--- config.mk ---
export PLATFORM = sky130hd
export DESIGN_NAME = tile_pixel_color_stage
export DESIGN_NICKNAME = d
export VERILOG_FILES = /design/src/rtl/tpc_pkg.sv /design/src/rtl/tpc_cfg_regs.sv /design/src/rtl/tpc_ramp_stage.sv /design/src/rtl/tpc_tint_stage.sv /design/src/rtl/tpc_out_stage.sv /design/src/rtl/tile_pixel_color_stage.sv
export VERILOG_INCLUDE_DIRS = /design/src /design/src/rtl
export SDC_FILE = /design/constraint.sdc
export NUM_CORES = 2
export LEC_CHECK = 0
export BUFFER_PORTS_ARGS = -buffer_cell sky130_fd_sc_hd__clkbuf_2
export CAP_MARGIN = 20
export CORE_ASPECT_RATIO = 1.1
export CORE_UTILIZATION = 30
export CTS_BUF_LIST = sky130_fd_sc_hd__clkbuf_4 sky130_fd_sc_hd__clkbuf_8
export DETAILED_ROUTE_END_ITERATION = 12
export GPL_TIMING_DRIVEN = 0
export PLACE_DENSITY = 0.45
export SKIP_LAST_GASP = 1
export SYNTH_ARGS = -nofsm -noshare
export SYNTH_HDL_FRONTEND = slang
export SYNTH_SLANG_ARGS = --single-unit
export TNS_END_PERCENT = 50
--- constraint.sdc ---
create_clock -name clk -period 27.5 [get_ports clk]
set_input_delay 2.75 -clock clk [delete_from_list [all_inputs] [get_ports clk]]
set_output_delay 2.75 -clock clk [all_outputs]
set_load 0.02 [all_outputs]
--- src/rtl/tile_pixel_color_stage_defines.svh ---
// Assertion macros for the tile pixel color stage.
`ifndef TILE_PIXEL_COLOR_STAGE_DEFINES_SVH
`define TILE_PIXEL_COLOR_STAGE_DEFINES_SVH

// Same-cycle implication, checked out of reset.
`define TPC_ASSERT_NOW(lbl, pre, post, msg) \
  lbl: assert property (@(posedge clk) disable iff (!rst_n) (pre) |-> (post)) else $error(msg);

// Next-cycle implication, checked out of reset.
`define TPC_ASSERT_NEXT(lbl, pre, post, msg) \
  lbl: assert property (@(posedge clk) disable iff (!rst_n) (pre) |=> (post)) else $error(msg);

`endif

--- src/rtl/tpc_pkg.sv ---
// Shared types and constants for the tile pixel color stage.
package tpc_pkg;

  localparam int unsigned CfgIndexW = 4;
  localparam int unsigned ChanW     = 8;
  localparam int unsigned NumChan   = 3;

  localparam logic [ChanW-1:0] ChanMax     = 8'hff;
  localparam logic [ChanW-1:0] PrimaryRst  = 8'h80;
  localparam logic [ChanW-1:0] TintRst     = 8'h00;
  localparam logic [ChanW-1:0] StrengthRst = 8'h00;
  localparam logic [ChanW-1:0] GAlphaRst   = 8'hff;

  typedef enum logic [CfgIndexW-1:0] {
    REG_PRIMARY_RED   = 4'd0,
    REG_PRIMARY_GREEN = 4'd1,
    REG_PRIMARY_BLUE  = 4'd2,
    REG_TINT_RED      = 4'd3,
    REG_TINT_GREEN    = 4'd4,
    REG_TINT_BLUE     = 4'd5,
    REG_TINT_STRENGTH = 4'd6,
    REG_GLOBAL_ALPHA  = 4'd7
  } reg_index_t;

  typedef struct packed {
    logic [NumChan-1:0][ChanW-1:0] primary;
    logic [NumChan-1:0][ChanW-1:0] tint;
    logic [ChanW-1:0]              strength;
    logic [ChanW-1:0]              galpha;
  } cfg_t;

  typedef struct packed {
    logic                          drop;
    logic                          grey;
    logic                          alpha_keep;
    logic [NumChan-1:0][ChanW-1:0] src;
    logic [NumChan-1:0][ChanW-1:0] base;
    logic [NumChan-1:0][14:0]      prod;
    logic [15:0]                   alpha_prod;
    logic [ChanW-1:0]              alpha;
  } s1_t;

  typedef struct packed {
    logic                          drop;
    logic                          tint_en;
    logic [NumChan-1:0][ChanW-1:0] color;
    logic [NumChan-1:0][15:0]      keep_prod;
    logic [NumChan-1:0][15:0]      tint_prod;
    logic [ChanW-1:0]              alpha;
    logic                          faded;
  } s2_t;

endpackage

--- src/rtl/tpc_cfg_regs.sv ---
// Configuration register file for the tile pixel color stage.
module tpc_cfg_regs (
  input  logic                                 clk,
  input  logic                                 rst_n,
  input  logic                                 cfg_valid,
  output logic                                 cfg_ready,
  input  logic [tpc_pkg::CfgIndexW-1:0]        cfg_index,
  input  logic [tpc_pkg::ChanW-1:0]            cfg_data,
  output tpc_pkg::cfg_t                        cfg
);

  tpc_pkg::cfg_t cfg_r;
  tpc_pkg::cfg_t cfg_nxt;

  assign cfg_ready = 1'b1;
  assign cfg       = cfg_r;

  always_comb begin
    cfg_nxt = cfg_r;
    if (cfg_valid) begin
      unique case (cfg_index)
        tpc_pkg::REG_PRIMARY_RED:   cfg_nxt.primary[0] = cfg_data;
        tpc_pkg::REG_PRIMARY_GREEN: cfg_nxt.primary[1] = cfg_data;
        tpc_pkg::REG_PRIMARY_BLUE:  cfg_nxt.primary[2] = cfg_data;
        tpc_pkg::REG_TINT_RED:      cfg_nxt.tint[0]    = cfg_data;
        tpc_pkg::REG_TINT_GREEN:    cfg_nxt.tint[1]    = cfg_data;
        tpc_pkg::REG_TINT_BLUE:     cfg_nxt.tint[2]    = cfg_data;
        tpc_pkg::REG_TINT_STRENGTH: cfg_nxt.strength   = cfg_data;
        tpc_pkg::REG_GLOBAL_ALPHA:  cfg_nxt.galpha     = cfg_data;
        default:                    cfg_nxt = cfg_r;
      endcase
    end
  end

  always_ff @(posedge clk) begin
    if (!rst_n) begin
      cfg_r.primary  <= {tpc_pkg::NumChan{tpc_pkg::PrimaryRst}};
      cfg_r.tint     <= {tpc_pkg::NumChan{tpc_pkg::TintRst}};
      cfg_r.strength <= tpc_pkg::StrengthRst;
      cfg_r.galpha   <= tpc_pkg::GAlphaRst;
    end else begin
      cfg_r <= cfg_nxt;
    end
  end

endmodule

--- src/rtl/tpc_ramp_stage.sv ---
// First pipeline stage: grey detect, ramp products and alpha product.
module tpc_ramp_stage (
  input  logic                          clk,
  input  logic                          rst_n,
  input  logic                          in_valid,
  output logic                          in_ready,
  input  logic [tpc_pkg::ChanW-1:0]     src_red,
  input  logic [tpc_pkg::ChanW-1:0]     src_green,
  input  logic [tpc_pkg::ChanW-1:0]     src_blue,
  input  logic [tpc_pkg::ChanW-1:0]     src_alpha,
  input  tpc_pkg::cfg_t                 cfg,
  output logic                          s1_valid,
  output tpc_pkg::s1_t                  s1,
  input  logic                          s1_ready
);

  logic         valid_r;
  tpc_pkg::s1_t data_r;
  tpc_pkg::s1_t data_nxt;
  logic [tpc_pkg::ChanW-1:0] level;
  logic [tpc_pkg::ChanW-1:0] mul_a [tpc_pkg::NumChan];

  assign in_ready = !valid_r || s1_ready;
  assign s1_valid = valid_r;
  assign s1       = data_r;
  assign level    = src_red;

  always_comb begin
    data_nxt.drop       = (src_alpha == '0) || (cfg.galpha == '0);
    data_nxt.grey       = (src_red != '0) && (src_red != tpc_pkg::ChanMax) &&
                          (src_red == src_green) && (src_green == src_blue);
    data_nxt.alpha_keep = (cfg.galpha == tpc_pkg::ChanMax);
    data_nxt.src        = {src_blue, src_green, src_red};
    data_nxt.alpha      = src_alpha;
    data_nxt.alpha_prod = 16'(src_alpha) * 16'(cfg.galpha);
    for (int i = 0; i < tpc_pkg::NumChan; i++) begin
      mul_a[i] = level[7] ? (tpc_pkg::ChanMax - cfg.primary[i]) : cfg.primary[i];
      data_nxt.base[i] = level[7] ? cfg.primary[i] : '0;
      data_nxt.prod[i] = 15'(mul_a[i]) * 15'(level[6:0]);
    end
  end

  always_ff @(posedge clk) begin
    if (!rst_n) begin
      valid_r <= 1'b0;
    end else if (in_ready) begin
      valid_r <= in_valid;
    end
  end

  always_ff @(posedge clk) begin
    if (in_ready && in_valid) begin
      data_r <= data_nxt;
    end
  end

endmodule

--- src/rtl/tpc_tint_stage.sv ---
// Second pipeline stage: ramp finish, alpha scaling and tint products.
module tpc_tint_stage (
  input  logic                clk,
  input  logic                rst_n,
  input  logic                s1_valid,
  output logic                s1_ready,
  input  tpc_pkg::s1_t        s1,
  input  tpc_pkg::cfg_t       cfg,
  output logic                s2_valid,
  output tpc_pkg::s2_t        s2,
  input  logic                s2_ready
);

  logic         valid_r;
  tpc_pkg::s2_t data_r;
  tpc_pkg::s2_t data_nxt;
  logic [tpc_pkg::ChanW-1:0] keep_w;

  assign s1_ready = !valid_r || s2_ready;
  assign s2_valid = valid_r;
  assign s2       = data_r;
  assign keep_w   = tpc_pkg::ChanMax - cfg.strength;

  always_comb begin
    data_nxt.drop    = s1.drop;
    data_nxt.tint_en = (cfg.strength != '0);
    data_nxt.alpha   = s1.alpha_keep ? s1.alpha : s1.alpha_prod[15:8];
    data_nxt.faded   = !s1.alpha_keep && (s1.alpha_prod[15:8] == '0);
    for (int i = 0; i < tpc_pkg::NumChan; i++) begin
      data_nxt.color[i] = s1.grey ? (s1.base[i] + s1.prod[i][14:7]) : s1.src[i];
      data_nxt.keep_prod[i] = 16'(data_nxt.color[i]) * 16'(keep_w);
      data_nxt.tint_prod[i] = 16'(cfg.tint[i]) * 16'(cfg.strength);
    end
  end

  always_ff @(posedge clk) begin
    if (!rst_n) begin
      valid_r <= 1'b0;
    end else if (s1_ready) begin
      valid_r <= s1_valid;
    end
  end

  always_ff @(posedge clk) begin
    if (s1_ready && s1_valid) begin
      data_r <= data_nxt;
    end
  end

endmodule

--- src/rtl/tpc_out_stage.sv ---
// Third pipeline stage: tint sum and output register.
module tpc_out_stage (
  input  logic                          clk,
  input  logic                          rst_n,
  input  logic                          s2_valid,
  output logic                          s2_ready,
  input  tpc_pkg::s2_t                  s2,
  output logic                          out_valid,
  input  logic                          out_ready,
  output logic [tpc_pkg::ChanW-1:0]     out_red,
  output logic [tpc_pkg::ChanW-1:0]     out_green,
  output logic [tpc_pkg::ChanW-1:0]     out_blue,
  output logic [tpc_pkg::ChanW-1:0]     out_alpha,
  output logic                          out_write_pixel,
  output logic                          out_alpha_faded
);

  logic valid_r;
  logic [tpc_pkg::NumChan-1:0][tpc_pkg::ChanW-1:0] color_r;
  logic [tpc_pkg::NumChan-1:0][tpc_pkg::ChanW-1:0] color_nxt;
  logic [tpc_pkg::ChanW-1:0] alpha_r;
  logic [tpc_pkg::ChanW-1:0] alpha_nxt;
  logic write_r;
  logic faded_r;
  logic [15:0] sum [tpc_pkg::NumChan];

  assign s2_ready        = !valid_r || out_ready;
  assign out_valid       = valid_r;
  assign out_red         = color_r[0];
  assign out_green       = color_r[1];
  assign out_blue        = color_r[2];
  assign out_alpha       = alpha_r;
  assign out_write_pixel = write_r;
  assign out_alpha_faded = faded_r;

  always_comb begin
    for (int i = 0; i < tpc_pkg::NumChan; i++) begin
      sum[i] = s2.keep_prod[i] + s2.tint_prod[i];
      if (s2.drop) begin
        color_nxt[i] = '0;
      end else if (s2.tint_en) begin
        color_nxt[i] = sum[i][15:8];
      end else begin
        color_nxt[i] = s2.color[i];
      end
    end
    alpha_nxt = s2.drop ? '0 : s2.alpha;
  end

  always_ff @(posedge clk) begin
    if (!rst_n) begin
      valid_r <= 1'b0;
    end else if (s2_ready) begin
      valid_r <= s2_valid;
    end
  end

  always_ff @(posedge clk) begin
    if (s2_ready && s2_valid) begin
      color_r <= color_nxt;
      alpha_r <= alpha_nxt;
      write_r <= !s2.drop;
      faded_r <= !s2.drop && s2.faded;
    end
  end

endmodule

--- src/rtl/tile_pixel_color_stage.sv ---
// Top level of the tile pixel color stage: config registers and three-stage pipeline.
//
//   channel  direction  handshake               word
//   in       input      in_valid / in_ready     one RGBA8 source pixel
//   out      output     out_valid / out_ready   one processed pixel and flags
//   cfg      input      cfg_valid / cfg_ready   register index and 8-bit data
//
// One pixel per clock while out_ready is high; each stage ends in a register.
// Stages: ramp and alpha multipliers, ramp finish and tint multipliers, tint sum.
// Reset is synchronous, active low; it empties the pipe and loads register defaults.
// A stall on out_ready holds each full stage; empty stages still fill.
// cfg_ready is always high.
`include "tile_pixel_color_stage_defines.svh"

module tile_pixel_color_stage (
  input  logic                              clk,
  input  logic                              rst_n,
  input  logic                              in_valid,
  output logic                              in_ready,
  input  logic [tpc_pkg::ChanW-1:0]         in_src_red,
  input  logic [tpc_pkg::ChanW-1:0]         in_src_green,
  input  logic [tpc_pkg::ChanW-1:0]         in_src_blue,
  input  logic [tpc_pkg::ChanW-1:0]         in_src_alpha,
  output logic                              out_valid,
  input  logic                              out_ready,
  output logic [tpc_pkg::ChanW-1:0]         out_red,
  output logic [tpc_pkg::ChanW-1:0]         out_green,
  output logic [tpc_pkg::ChanW-1:0]         out_blue,
  output logic [tpc_pkg::ChanW-1:0]         out_alpha,
  output logic                              out_write_pixel,
  output logic                              out_alpha_faded,
  input  logic                              cfg_valid,
  output logic                              cfg_ready,
  input  logic [tpc_pkg::CfgIndexW-1:0]     cfg_index,
  input  logic [tpc_pkg::ChanW-1:0]         cfg_data
);

  tpc_pkg::cfg_t cfg;
  tpc_pkg::s1_t  s1;
  tpc_pkg::s2_t  s2;
  logic          s1_valid;
  logic          s1_ready;
  logic          s2_valid;
  logic          s2_ready;

  tpc_cfg_regs u_cfg (
    .clk       (clk),
    .rst_n     (rst_n),
    .cfg_valid (cfg_valid),
    .cfg_ready (cfg_ready),
    .cfg_index (cfg_index),
    .cfg_data  (cfg_data),
    .cfg       (cfg)
  );

  tpc_ramp_stage u_ramp (
    .clk       (clk),
    .rst_n     (rst_n),
    .in_valid  (in_valid),
    .in_ready  (in_ready),
    .src_red   (in_src_red),
    .src_green (in_src_green),
    .src_blue  (in_src_blue),
    .src_alpha (in_src_alpha),
    .cfg       (cfg),
    .s1_valid  (s1_valid),
    .s1        (s1),
    .s1_ready  (s1_ready)
  );

  tpc_tint_stage u_tint (
    .clk      (clk),
    .rst_n    (rst_n),
    .s1_valid (s1_valid),
    .s1_ready (s1_ready),
    .s1       (s1),
    .cfg      (cfg),
    .s2_valid (s2_valid),
    .s2       (s2),
    .s2_ready (s2_ready)
  );

  tpc_out_stage u_out (
    .clk             (clk),
    .rst_n           (rst_n),
    .s2_valid        (s2_valid),
    .s2_ready        (s2_ready),
    .s2              (s2),
    .out_valid       (out_valid),
    .out_ready       (out_ready),
    .out_red         (out_red),
    .out_green       (out_green),
    .out_blue        (out_blue),
    .out_alpha       (out_alpha),
    .out_write_pixel (out_write_pixel),
    .out_alpha_faded (out_alpha_faded)
  );

  `TPC_ASSERT_NOW(a_drop_zero, out_valid && !out_write_pixel, (out_red == '0) && (out_green == '0) && (out_blue == '0) && (out_alpha == '0) && !out_alpha_faded, "dropped word carries nonzero fields")
  `TPC_ASSERT_NOW(a_faded_alpha, out_valid && out_alpha_faded, out_write_pixel && (out_alpha == '0), "faded word inconsistent")
  `TPC_ASSERT_NOW(a_full_stall, s1_valid && s2_valid && out_valid && !out_ready, !in_ready, "input taken while pipe is full and stalled")
  `TPC_ASSERT_NEXT(a_stall_hold, out_valid && !out_ready, out_valid, "output word lost under stall")

endmodule
==> reports/qor.txt <==
=================================================================================================
Vias after detailed routing                                                                 22400
RD Place Congestion                                                                         0.810
Aggregate global routing overflow                                                               0
Status                                                                               finished, final reports clean
Clock buffers created by TritonCTS                                                             58
Relative area change from synthesis to final layout                                         11.4%
Initial antenna violation count                                                                 3
Proportion of netlist area held by the largest area contributor                             0.236
Area of the core                                                                      108000 um^2
Highest net fanout along the worst path                                                        10
Largest net degree at the start of global routing                                              29
Total DRC errors in the routed layout                                                           0
Time the final worst path needs with I/O delays and setup                                 8.46 ns
Number of synthesis warnings                                                                    0
Critical Path AT                                                                          8.87 ns
Number of synthesized flops with an enable pin                                                256
Clock tree from TritonCTS                                                                    done
Top cells by count, synth                                                            sky130_fd_sc_hd__inv_1, sky130_fd_sc_hd__ha_1, sky130_fd_sc_hd__fa_1
Number of global-route vias before repair                                                   23600
Clock buffer depth                                                                              3
DP HPWL                                                                                  71400 um
Sequential share of the synthesized area                                                    0.277
Most instantiated library cell after synthesis                                       sky130_fd_sc_hd__inv_1
Yosys top cell by area                                                               sky130_fd_sc_hd__edfxtp_1
Post-synthesis register bit count                                                             323
Overall global routing resource usage                                                       0.165
Fraction of the cycle the final worst path needs                                            0.307
Ratio of cells with drive above 1 in the final layout                                      0.0776
Maximum clock skew at final layout                                                      0.0330 ns
DIE WIDTH                                                                                  316 um
Count of input and output buffers                                                              75
Clock root cell                                                                      sky130_fd_sc_hd__clkbuf_8
Max Freq                                                                                  118 MHz
Critical path required time                                                              27.91 ns
Clock slew seen by the registers of the worst setup and hold paths                        0.06 ns
Setup bufs post-CTS                                                                             0
Worst rel slew slack                                                                        0.261
1st-pass router iterations                                                                      5
Synthesized cell area                                                                  32600 um^2
Hold-fix buffers at CTS                                                                         0
Number of distinct library cell variants in the gate-level netlist after synthesis             73
Layout fillers                                                                              11200
Critical path startpoint category                                                       input pin
Post-cts repair resize count                                                                    0
Max-cap check violation count                                                                   0
Final setup violation count                                                                     0
I/O pin count                                                                                  86
Vias per std cell                                                                            4.60
Number of nets with antenna violations after routing                                            0
Rows                                                                                          126
Post-synthesis net count                                                                     4046
Prevailing post-synth register cell                                                  sky130_fd_sc_hd__edfxtp_1
Setup TNS Final                                                                              0 ns
Total Nets Final                                                                             4209
Initial core utilization                                                                    0.303
Number of levels in the clock H-tree                                                            2
Class of the most critical setup path                                                   in -> reg
Die Outline Area                                                                      110000 um^2
Number of endpoints with negative hold slack in the final report                                0
Routed WL per cell                                                                        18.3 um
Total detailed-routing wirelength                                                        89100 um
Class of the worst hold path                                                           reg -> reg
Setup repair after global routing missed its margin                                         false
Mapped Avg Cell Area                                                                    10.0 um^2
Clock tree sinks                                                                              323
Most area-consuming cells after synthesis                                            sky130_fd_sc_hd__edfxtp_1, sky130_fd_sc_hd__fa_1, sky130_fd_sc_hd__ha_1
Worst slew pin tran                                                                       1.11 ns
Initial drt markers                                                                           892
Height of the die                                                                          348 um
Count of pins over their slew limit                                                             0
Clock insertion delay at the later pin of the skew report                                 0.69 ns
Proportion of synthesized flip-flops having asynchronous set or reset                           0
Number of instances in the synthesized netlist                                               3254
Nature of the critical path endpoint                                                     register
First-pass GRT wire length                                                              139000 um
=================================================================================================
layer usage:
layer	track usage	routed length, um	part of all wire
met4	0.0418	1990	0.022
met5	0	13	0.00015
met2	0.279	42000	0.47
met1	0.225	42700	0.48
met3	0.0159	2340	0.026
critical path, cell delays in order:
cell and delay, ns:
sky130_fd_sc_hd__clkbuf_2 0.22, sky130_fd_sc_hd__buf_2 0.30, sky130_fd_sc_hd__buf_1 0.57, sky130_fd_sc_hd__xor2_1 0.58, sky130_fd_sc_hd__nand2_1 0.17, sky130_fd_sc_hd__fa_1 0.62, sky130_fd_sc_hd__fa_1 0.46, sky130_fd_sc_hd__fa_1 0.49
sky130_fd_sc_hd__inv_1 0.05, sky130_fd_sc_hd__fa_1 0.47, sky130_fd_sc_hd__ha_1 0.31, sky130_fd_sc_hd__nand4_1 0.10, sky130_fd_sc_hd__nor2_1 0.05, sky130_fd_sc_hd__a221oi_1 0.52, sky130_fd_sc_hd__o21ai_0 0.33, sky130_fd_sc_hd__o41ai_2 0.55
sky130_fd_sc_hd__o21bai_1 0.14, sky130_fd_sc_hd__xor2_1 0.17
area by class of cell:
class	count	area [um^2]	share of cell area
clock buffer	77	966	0.0266
timing repair buffer	103	709	0.0195
clock inverter	32	246	0.00678
inverter	487	1830	0.0503
antenna	3	7.51	0.000207
sequential	323	9030	0.249
tap	1408	1760	0.0485
multi-input combinational	2322	21300	0.587
buffer	122	467	0.0128
logic make-up (layout without fill, tap and decap cells):
| logic type | Yosys count | in the layout | share of synthesized area |
|---|---|---|---|
| fa+ha+maj | 743 | 743 | 0.363 |
| flops | 323 | 323 | 0.277 |
| other cells | 1 | 4 | 0.000115 |
| simple gates | 1028 | 1028 | 0.155 |
| xor+xnor | 157 | 157 | 0.0422 |
| compound gates | 302 | 302 | 0.0646 |
| buf+inv | 609 | 821 | 0.0704 |
| mux | 91 | 91 | 0.0283 |
sequential cells by signal, indices dropped and copies added, names as in the netlist:
| signal | count |
|---|---|
| u_cfg.cfg | 64 |
| u_out.out_alpha | 8 |
| u_out.out_alpha_faded | 1 |
| u_out.out_blue | 8 |
| u_out.out_green | 8 |
| u_out.out_red | 8 |
| u_out.out_valid | 1 |
| u_out.out_write_pixel | 1 |
| u_ramp.s1 | 91 |
| u_ramp.s1_valid | 1 |
| u_tint.s2 | 131 |
| u_tint.s2_valid | 1 |
layout by cell type, fill, tap and decap left out, types with 22 or more instances in the layout:
cell type and instances:
sky130_fd_sc_hd__clkbuf_2 75, sky130_fd_sc_hd__xnor2_1 107, sky130_fd_sc_hd__or2_2 35, sky130_fd_sc_hd__and2_1 217, sky130_fd_sc_hd__nand3_1 30, sky130_fd_sc_hd__clkbuf_8 62
sky130_fd_sc_hd__ha_1 405, sky130_fd_sc_hd__o21a_1 22, sky130_fd_sc_hd__inv_1 487, sky130_fd_sc_hd__clkbuf_1 109, sky130_fd_sc_hd__a21oi_1 88, sky130_fd_sc_hd__fa_1 338
sky130_fd_sc_hd__nand2_1 283, sky130_fd_sc_hd__a21o_1 29, sky130_fd_sc_hd__dfxtp_1 67, sky130_fd_sc_hd__edfxtp_1 256, sky130_fd_sc_hd__xor2_1 50, sky130_fd_sc_hd__o21ai_0 39
sky130_fd_sc_hd__mux2i_1 82, sky130_fd_sc_hd__nor2b_1 83, sky130_fd_sc_hd__nor2_1 257, sky130_fd_sc_hd__nor3_1 27, sky130_fd_sc_hd__nand2b_1 34
worst paths after layout:
kind	end	start	cells past startpoint	slack, ns
setup / recovery	u_ramp.s1[67]$_DFFE_PP_	in_src_red[7]	18	19.04
hold / removal	u_cfg.cfg[63]$_SDFFE_PN1P_	u_cfg.cfg[63]$_SDFFE_PN1P_	2	0.53
setup reg to reg	u_tint.s2[88]$_DFFE_PP_	u_ramp.s1[118]$_DFFE_PP_	21	20.61
hold reg to reg	u_cfg.cfg[63]$_SDFFE_PN1P_	u_cfg.cfg[63]$_SDFFE_PN1P_	2	0.53
through the flow:
stage               cell area, um^2  setup slack [ns]  utilization  cells  hold slack (ns)
floorplan                     32600             14.37            -   3254            0.400
global placement              34700              8.53        0.323   4737            0.511
detailed placement            35100             18.27        0.327   4765            0.508
CTS                           36300             18.99        0.338   4874            0.529
global route                  36300             18.71        0.338   4876            0.556
finish                        36300             19.04        0.338   4877            0.529
Power is left out: the tool's default activity adds up to more than one toggle a clock period on the data nets, which glitch-free logic cannot reach.
